===== config.mk =====
export PLATFORM = sky130hd
export DESIGN_NAME = fpo_div_pipe
export DESIGN_NICKNAME = d
export VERILOG_FILES = /design/src/hdl/fpo_div_pipe.sv
export SDC_FILE = /design/constraint.sdc
export NUM_CORES = 1
export LEC_CHECK = 0
export BUFFER_PORTS_ARGS = -buffer_cell sky130_fd_sc_hd__buf_2
export CAP_MARGIN = 0
export CORE_MARGIN = 3
export CORE_UTILIZATION = 40
export CTS_CLUSTER_DIAMETER = 150
export DETAILED_ROUTE_END_ITERATION = 10
export PLACE_DENSITY = 0.61
export SYNTH_ARGS = -nofsm -noshare
export SYNTH_HDL_FRONTEND = slang
export SYNTH_SLANG_ARGS = --single-unit

===== constraint.sdc =====
create_clock -name clk_i -period 3.05 [get_ports clk_i]
set_clock_uncertainty 0.1 [all_clocks]
set_input_delay 0.305 -clock clk_i [delete_from_list [all_inputs] [get_ports clk_i]]
set_output_delay 0.305 -clock clk_i [all_outputs]
set_load 0.01 [all_outputs]

===== src/hdl/fpo_div_pipe.sv =====
module fpo_div_pipe #(
  parameter int unsigned NUM_W  = 9,
  parameter int unsigned DEN_W  = 10,
  parameter int unsigned SIDE_W = 1
) (
  input  logic              clk_i,
  input  logic              rst_ni,
  input  logic              en_i,
  input  logic              valid_i,
  input  logic [NUM_W-1:0]  num_i,
  input  logic [DEN_W-1:0]  den_i,
  input  logic [SIDE_W-1:0] side_i,
  output logic              valid_o,
  output logic [NUM_W-1:0]  quo_o,
  output logic [DEN_W-1:0]  rem_o,
  output logic [SIDE_W-1:0] side_o
);

  logic              vld  [0:NUM_W];
  logic [NUM_W-1:0]  sr   [0:NUM_W];
  logic [DEN_W-1:0]  rem  [0:NUM_W];
  logic [SIDE_W-1:0] sd   [0:NUM_W];

  assign vld[0] = valid_i;
  assign sr[0]  = num_i;
  assign rem[0] = '0;
  assign sd[0]  = side_i;

  // One quotient bit per stage; numerator shifts out as quotient shifts in
  for (genvar s = 0; s < NUM_W; s++) begin : g_stage
    logic [DEN_W:0] sh;
    logic [DEN_W:0] diff;
    logic           ge;

    assign sh   = {rem[s], sr[s][NUM_W-1]};
    assign ge   = sh >= {1'b0, den_i};
    assign diff = sh - {1'b0, den_i};

    always_ff @(posedge clk_i or negedge rst_ni) begin
      if (!rst_ni) begin
        vld[s+1] <= 1'b0;
      end else if (en_i) begin
        vld[s+1] <= vld[s];
      end
    end

    always_ff @(posedge clk_i) begin
      if (en_i) begin
        sr[s+1]  <= {sr[s][NUM_W-2:0], ge};
        rem[s+1] <= ge ? diff[DEN_W-1:0] : sh[DEN_W-1:0];
        sd[s+1]  <= sd[s];
      end
    end
  end

  assign valid_o = vld[NUM_W];
  assign quo_o   = sr[NUM_W];
  assign rem_o   = rem[NUM_W];
  assign side_o  = sd[NUM_W];

endmodule

## After elaboration in Yosys (flattened, before gate mapping)

Index checks and enable logic that the tools add are counted.
W data, S select, Z words.

- Output and inout port bits: 21
- Input bits: 24
- Flip-flop bits (word level): 189
- Word-level logic and storage cells: 64

- Add/subtract/negate cells: 9
- $lt $le $gt $ge: 9
- Multiplexer cells: 9

Operators with widths:

| kind | count |
|---|---|
| $ge A11 B10 Y1 | 8 |
| $mux W10 | 8 |
| $sub A10 B10 Y10 | 8 |
| $ge A1 B10 Y1 | 1 |
| $sub A1 B10 Y10 | 1 |
| $mux W1 | 1 |

## Longest topological paths before layout

Gate-level depths: netlist (run 1).

- Word-level depth: 2
- Gate-level depth with buffers: 10
- Gate-level depth less buffers: 10

## Least setup slack after synthesis (run 1)

Ideal clock, no wire load.

- Kind: input -> register
- Start: input port den_i[1]
- End: register rem (netlist bit g_stage[8].sh[2]), data pin
- Data required time: 2690 ps
- Buffers on the path: 1
- Slack: 256 ps
- Setup time: 260 ps
- Arrival time: 2433 ps
- Cell stages on the path: 9
- Cell sequence: inv_1 -> ha_1 -> nand3b_1 -> nand2_2 -> a21oi_2 -> a21oi_1 -> or4_4 -> buf_6 -> mux2_4

- Word-level cells in the longest chain between the ends: 2
- Elaborated cells between the ends (all ways): 3
- Classes of those cells: add/sub (1); order compare (1); mux (1)

RTL lines:

| what | RTL line | text |
|---|---|---|
| start, declared | 11 | `input logic [DEN_W-1:0] den_i,` |
| $ge A11 B10 Y1 | 36 | `assign ge = sh >= {1'b0, den_i};` |
| named net g_stage[7].ge | 33 | `logic ge;` |
| $mux W10 | 50 | `rem[s+1] <= ge ? diff[DEN_W-1:0] : sh[DEN_W-1:0];` |
| end signal, assigned by index | 50 |  |
| end, declared | 21 | `logic [DEN_W-1:0] rem [0:NUM_W];` |

The timed path passes the listed nets, and every way through them passes these cells.
A chain may end at the register's enable or synchronous reset.

## Final worst setup path (run 1)

- Start: register sr (netlist bit g_stage[5].sh[0])
- End: register rem (netlist bit g_stage[6].sh[9]), data pin

- Word-level cells in the longest chain between the ends: 2
- Elaborated cells between the ends (all ways): 3
- Classes of those cells: add/sub (1); order compare (1); mux (1)

RTL lines:

| what | RTL line | text |
|---|---|---|
| start, declared | 20 | `logic [NUM_W-1:0] sr [0:NUM_W];` |
| start signal, assigned by index | 49 | `sr[s+1] <= {sr[s][NUM_W-2:0], ge};` |
| $sub A10 B10 Y10 or $ge A11 B10 Y1 (tied branches) | 37, 36 |  |
| $mux W10 (*) | 50 |  |

Mark *: on every way between the ends. The rest lies on a longest branch, timed or not.

==> results by group, run 1 <==
Clock network
  – Htree depth: 4
  – Setup Buffers After CTS: 0
  – CTS sink count: between 150 and 200
  – Clock transition at path regs: ~0.08 ns
  – Root buffer cell: clkbuf_16
  – Clk Latency, worst-skew pair: 0.44 ns
  – CTS tree: yes
  – Total CTS buffers: 17
  – CTS Buffer Depth: 2

Critical path
  – Critical Path RT: approximately 3.2 ns
  – Crit. End Element: flop
  – CP Launch Type: flop
  – CP arrival: between 2 and 3 ns
  – Crit Path Class: reg2reg
  – Worst-path fanout max: 3

Cells and area
  – Inserted Diodes: 0
  – FILL cells: approximately 2300
  – Nets: between 900 and 1000
  – Final non-filler cell total: 1193
  – Seq. cell area: 0.00563 mm2
  – Layout area overhead: 14.3%
  – Fin util: 0.470
  – Post-route cell area: between 0.01 and 0.015 mm2
  – Ratio of cells with drive above 1 in the final layout: 0.241
  – Area of the multi-input gates: between 0.004 and 0.005 mm2

Route
  – DR pass1 iterations: 4
  – Final ANT Viol Nets: 0
  – Initial drt markers: approximately 310
  – WL/cell: between 15 and 20 um
  – Via density per instance: 5.13
  – Post-route DRC: 0
  – Vias: a little over 6000
  – Total Routed Length: roughly 20000 um

STA
  – Minimum clock period: 2.72 ns
  – # setup viols final: 0
  – Setup TNS: 0 ns
  – Worst setup margin: about 0.33 ns
  – Max-slew violation count: 0
  – Final hold slack: around 0.11 ns
  – Slew headroom: 0.601
  – Final Hold Violating Endpoints: 0
  – RSZ-0062 raised after global routing: no
  – Final Cycle Share: 0.892
  – Worst-Margin Slew: 0.598 ns
  – Peak Freq: approximately 370 MHz

Placement
  – Dpl hpwl: roughly 14000 um
  – Placed insts: about 1200
  – Placed Area: between 0.01 and 0.015 mm2
  – Pre-CTS setup slack: -0.0430 ns
  – Placer Congestion: approximately 0.84
  – Port Buf Inserts: 44

Logic synthesis
  – Cells after synthesis: 765
  – Ys async rst share: 0.0476
  – Flip-flop and latch count after synthesis: between 150 and 200
  – Post-synth EDFFs: 180
  – Synth top area cells: edfxtp_1 52%, ha_1 9.8%, mux2_4 6.9%, mux2_2 2.8%, xnor2_1 2.7%
  – Synth Warn #: 0
  – Yosys top cell by area: edfxtp_1
  – Synth Net Count: 879
  – Mapped Avg Cell Area: about 14 um2
  – Top-count cell post-synth: edfxtp_1
  – Post-synth top area share: 0.518
  – Netlist cell types: 48
  – Commonest cells in the synthesized netlist: 180 x edfxtp_1, 82 x ha_1, 48 x a21oi_1, 48 x mux2_4, 45 x nor2_1
  – Synthesized cell area: approximately 0.010 mm2
  – Synth Flop Type: edfxtp_1
  – Sequential share of the synthesized area: 0.539

Global routing
  – Initial antenna violation count: 0
  – Grt total ovfl: 0
  – All-Layer GR Usage: 0.143
  – Vias in the first global route: around 6100
  – Wire length of the first global-routing pass: 31700 um
  – Largest net degree at the start of global routing: between 70 and 80

Floorplan
  – Standard-cell row count: a little under 60
  – Die area: 0.0281 mm2
  – Die X-Extent: between 150 and 200 um
  – IO Count: 45
  – Initial Util: 0.411
  – Core area: about 0.025 mm2
  – Die height: between 150 and 200 um

Pwr
  – Power Total: between 10 and 15 mW
  – PwrDens: 871 mW/mm2
  – Worst VDD drop: ~450 uV
  – P_leak: roughly 4.8 nW

Job
  – Max_cap viols: 0

Hold path
  – Hold/Removal Path Class: in2reg

Run status
  – Status: finished, final reports clean
[kinds of logic after synthesis]
| family | count (synthesis) | share of synthesized area |
|---|---|---|
| xor gates and xnor gates | 57 | 0.0478 |
| adders and majority gates | 90 | 0.114 |
| AOI/OAI and AO/OA | 136 | 0.0895 |
| muxes | 83 | 0.106 |
| buffers and inverters | 62 | 0.0300 |
| and+or+nand+nor | 148 | 0.0742 |
| DFF | 189 | 0.539 |
[path summary, 6_finish.rpt]
check,endpoint,startpoint,depth (start not counted),slack (ns)
worst max-delay path,g_stage[6].sh[9],g_stage[5].sh[0],10,0.33
worst min-delay path,g_stage[1].sh[1],num_i[8],3,0.11
worst max register to register,g_stage[6].sh[9],g_stage[5].sh[0],10,0.33
worst min register to register,sr[28],sr[36],0,0.32
max in group asynchronous,vld[2],rst_ni,2,2.53
min in group asynchronous,valid_o,rst_ni,2,0.14
[cell type report]
type                    instances  area share
clock buffers                  17      0.0356
clock inverters                15      0.0157
inverters                      44      0.0138
multi-input cells             514       0.377
flip-flops and latches        189       0.472
well taps                     330      0.0346
repair buffers                 84      0.0519
[critical path, cell delays in order (launching register included)]
cell and delay (ns):
edfxtp_1 0.37, inv_1 0.09, ha_1 0.17, inv_1 0.05, fa_1 0.40, a21o_1 0.21, a21oi_2 0.21, nor2_1 0.06
a2111oi_1 0.42, xnor2_1 0.12, mux2_2 0.28
[layer usage]
layer / routed length, um / GRT usage / up-vias
li1: - / - / 3067
met1: 9460 / 0.195 / 2939
met2: 9380 / 0.232 / 89
met3: 754 / 0.0312 / 20
met4: 189 / 0.0409 / 0
met5: 0 / 0 / -
[where the power goes]
| part | switching [mW] | internal (mW) | leakage [nW] |
|---|---|---|---|
| Combinational | 1.95 | 2.19 | 2.65 |
| Clock | 1.13 | 1.12 | 0.300 |
| Sequential | 0.305 | 3.70 | 1.85 |
[state kept, by name, summed over array words and instances (netlist names)]
| register | count |
|---|---|
| g_stage.sh | 88 |
| quo_o | 9 |
| rem_o | 10 |
| sd | 8 |
| side_o | 1 |
| sr | 64 |
| valid_o | 1 |
| vld | 8 |
[cells in the final DEF, fill, tap and decap left out, types with 6 or more instances in the layout]
cell	netlist	final
a21o_1	13	13
edfxtp_1	180	180
nor2_1	45	45
xor2_1	25	25
a211oi_1	13	13
a21oi_1	48	48
dlygate4sd3_1	0	11
o21a_1	8	8
nand4_1	15	15
inv_1	44	44
buf_2	1	43
ha_1	82	82
o21ai_0	12	12
nand3_1	10	10
o221ai_1	6	6
clkbuf_16	0	17
fa_1	8	8
a21oi_2	13	13
o2111ai_1	8	8
dfrtp_1	9	9
clkinv_8	0	6
mux2i_1	9	9
mux2_4	48	48
nor2b_1	15	15
nand2_1	33	33
mux2_2	26	26
buf_4	9	24
xnor2_1	32	32
[timing repair]
item | 4_1_cts | 5_1_grt
gates resized for setup | 0 | 0
hold buffers | 11 | 0
endpoints found under the hold margin | 19 | 0
(Power assumes the default switching activity.)
==> inputs of run 2 (changes only) <==
--- a/config.mk
+++ b/config.mk
@@ -5,6 +5,7 @@
 export SDC_FILE = /design/constraint.sdc
 export NUM_CORES = 1
 export LEC_CHECK = 0
+export ABC_AREA = 1
 export BUFFER_PORTS_ARGS = -buffer_cell sky130_fd_sc_hd__buf_2
 export CAP_MARGIN = 0
 export CORE_MARGIN = 3
==> run 2 against run 1 <==
Clock power grew 3%. Power shrank 3.0%. Flip-flop and latch count is the same. Sequential share of layout area shrank 3.2 points. First-iteration DRC count grew 110%. Combinational power shrank 6.3%. Worst setup slack gained 0.48 ns. Utilization shrank 1.1 points. Non-clock buffer count shrank 8. Critical endpoint is now rem_o[5]. Largest cell class unchanged. Largest power group unchanged.
==> results by group, run 2 <==
Floorplan
  – Die area: 0.0304 mm2 (was 0.0281 mm2)
  – IO Count: 45 (unchanged)
  – Standard-cell row count: 61 (was 58)
  – Initial Util: 0.407 (was 0.411)
  – Die height: 174 um (was 168 um)
  – Die X-Extent: 174 um (was 168 um)
  – Core area: 0.0279 mm2 (was 0.0254 mm2)

Global routing
  – Largest net degree at the start of global routing: 79 (was 72)
  – Wire length of the first global-routing pass: 40200 um (was 31700 um)
  – All-Layer GR Usage: 0.167 (was 0.143)
  – Initial antenna violation count: 0 (unchanged)
  – Grt total ovfl: 0 (unchanged)
  – Vias in the first global route: 7921 (was 6143)

Route
  – Via density per instance: 4.79 (was 5.13)
  – DR pass1 iterations: 5 (was 4)
  – Vias: 8424 (was 6115)
  – Total Routed Length: 25100 um (was 19800 um)
  – Initial drt markers: 646 (was 308)
  – Final ANT Viol Nets: 0 (unchanged)
  – WL/cell: 14.3 um (was 16.6 um)
  – Post-route DRC: 0 (unchanged)

STA
  – Worst-Margin Slew: 0.618 ns (was 0.598 ns)
  – Setup TNS: 0 ns (unchanged)
  – Final Cycle Share: 0.734 (was 0.892)
  – Final Hold Violating Endpoints: 0 (unchanged)
  – RSZ-0062 raised after global routing: no (unchanged)
  – Minimum clock period: 2.24 ns (was 2.72 ns)
  – # setup viols final: 0 (unchanged)
  – Max-slew violation count: 0 (unchanged)
  – Slew headroom: 0.584 (was 0.601)
  – Peak Freq: 447 MHz (was 367 MHz)

Logic synthesis
  – Synth Warn #: 0 (unchanged)
  – Commonest cells in the synthesized netlist: 481 x nand2_1, 180 x edfxtp_1, 160 x inv_1 (was 180 x edfxtp_1, 82 x ha_1, 48 x a21oi_1, 48 x mux2_4, 45 x nor2_1)
  – Ys async rst share: 0.0476 (unchanged)
  – Synth Flop Type: edfxtp_1 (unchanged)
  – Mapped Avg Cell Area: 8.79 um2 (was 13.6 um2)
  – Synthesized cell area: 0.0113 mm2 (was 0.0104 mm2)
  – Cells after synthesis: 1291 (was 765)
  – Post-synth top area share: 0.476 (was 0.518)
  – Top-count cell post-synth: nand2_1 (was edfxtp_1)
  – Synth Net Count: 1405 (was 879)
  – Netlist cell types: 34 (was 48)
  – Post-synth EDFFs: 180 (unchanged)
  – Synth top area cells: edfxtp_1 48%, nand2_1 16%, ha_1 9.0%, inv_1 5.3%, nand3_1 4.5% (was edfxtp_1 52%, ha_1 9.8%, mux2_4 6.9%, mux2_2 2.8%, xnor2_1 2.7%)
  – Yosys top cell by area: edfxtp_1 (unchanged)
  – Flip-flop and latch count after synthesis: 189 (unchanged)
  – Sequential share of the synthesized area: 0.496 (was 0.539)

Critical path
  – CP arrival: 2.32 ns (was 2.82 ns)
  – Worst reg2reg setup slack: 0.81 ns (was 0.33 ns)
  – Depth of the worst register-to-register path: 9 (was 10)
  – Crit Path Class: reg2reg (unchanged)
  – Critical Path RT: 3.13 ns (was 3.15 ns)
  – Crit. End Element: flop (unchanged)
  – R2R Path End: rem_o[5] (was g_stage[6].sh[9])
  – CP Launch Type: flop (unchanged)
  – Critical R2R Launch: g_stage[8].sh[7] (was g_stage[5].sh[0])
  – Worst-path fanout max: 13 (was 3)

Pwr
  – PwrDens: 788 mW/mm2 (was 871 mW/mm2)
  – Worst VDD drop: 341 uV (was 448 uV)
  – P_leak: 6.07 nW (was 4.81 nW)
  – Power Total: 10.1 mW (was 10.4 mW)

Cells and area
  – Nets: 1480 (was 964)
  – Inserted Diodes: 0 (unchanged)
  – Ratio of cells with drive above 1 in the final layout: 0.103 (was 0.241)
  – Layout area overhead: 12.8% (was 14.3%)
  – Commonest non-fill, non-tap cell in the layout: nand2_1 (was edfxtp_1)
  – Max reg flops: 88 (unchanged)
  – Most frequent cells in the layout: 481 x nand2_1, 180 x edfxtp_1, 160 x inv_1, 101 x nand3_1, 82 x ha_1 (was 180 x edfxtp_1, 82 x ha_1, 48 x a21oi_1, 48 x mux2_4, 45 x nor2_1)

Clock network
  – Total CTS buffers: 17 (unchanged)
  – CTS tree: yes (unchanged)
  – CTS sink count: 189 (unchanged)
  – Clk Latency, worst-skew pair: 0.44 ns (about the same)
  – Htree depth: 4 (unchanged)
  – Root buffer cell: clkbuf_16 (unchanged)
  – Setup Buffers After CTS: 0 (unchanged)
  – Clock transition at path regs: 0.07 ns (was 0.08 ns)
  – CTS Buffer Depth: 2 (unchanged)

Placement
  – Port Buf Inserts: 44 (unchanged)
  – Placer Congestion: 0.907 (was 0.838)
  – Dpl hpwl: 18300 um (was 14100 um)

Run status
  – Status: finished, final reports clean (unchanged)

Hold path
  – Hold/Removal Path Class: in2reg (unchanged)
  – Worst min-delay path startpoint: num_i[8] (unchanged)
  – Worst Hold Depth: 3 (unchanged)
  – Hold-critical path endpoint: g_stage[1].sh[1] (unchanged)

Job
  – Max_cap viols: 0 (unchanged)
run 2: cell count changes after synthesis, moves of 15 or more:
cell     delta
nand3_1    +91
nor2b_1    -15
mux2_4     -48
inv_1     +116
xnor2_1    -32
nand2_1   +448
mux2_2     -25
nor2_1     +26
run 2: worst max-delay path, stage by stage (launching register included):
cell and delay (ns):
edfxtp_1 0.43, ha_1 0.39, nand2_1 0.09, nor2_1 0.17, nand3_1 0.10, and2_1 0.17, nand2_2 0.22, inv_2 0.16
nand2_1 0.08, nand2_1 0.07
run 2: layout make-up:
type | count | area, um2
fill | 2690 | 15100
sequential | 189 | 5630
multi-input combinational | 909 | 4880
inverter | 173 | 649
timing repair buffer | 76 | 534
tap | 378 | 473
clock buffer | 17 | 425
clock inverter | 15 | 198
run 2: logic make-up (layout without fill, tap and decap cells):
logic type	count (synthesis)	after routing	share of synthesized area
AND/OR/NAND/NOR	726	726	0.274
buffers and inverters	193	281	0.0731
flip-flops	189	189	0.496
adder cells (fa/ha/maj)	90	90	0.105
AO/OA/AOI/OAI	68	68	0.0324
XOR/XNOR	24	24	0.0185
multiplexers	1	1	0.000993
run 2: routing by layer:
metal | global-route usage | vias up | part of all wire
li1 | - | 4367 | -
met1 | 0.220 | 3875 | 0.46
met2 | 0.284 | 147 | 0.48
met3 | 0.0240 | 35 | 0.033
met4 | 0.0576 | 0 | 0.023
met5 | 0 | - | 0
run 2: timing repair:
action	CTS	global route
hold buffers	11	0
resized for setup	0	0
hold endpoints to repair	19	0
run 2: report_power, final:
group          switching (mW)  total, mW  internal, mW
Combinational            2.47       3.89          1.43
Sequential              0.285       3.88          3.59
Clock                    1.12       2.31          1.19
run 2: worst max-delay path by stage:
stage,startpoint,endpoint,slack (ns)
global placement,den_i[4],rem_o[5],0.59
detailed placement,den_i[4],rem_o[5],0.60
CTS,g_stage[8].sh[7],rem_o[5],0.80
global route,g_stage[8].sh[7],rem_o[5],0.65
finish,g_stage[8].sh[7],rem_o[5],0.81
floorplan,den_i[1],g_stage[3].sh[10],0.84
run 2: through the flow:
step,instance area (um2),std cells,hold WS [ns],setup slack [ns],util
floorplan,11300,1291,-0.0906,0.843,-
global placement,12100,1714,0.0653,0.587,0.433
detailed placement,12100,1714,0.0665,0.598,0.433
CTS,12800,1757,0.0688,0.803,0.459
global route,12800,1757,0.0884,0.655,0.459
finish,12800,1757,0.0843,0.812,0.459
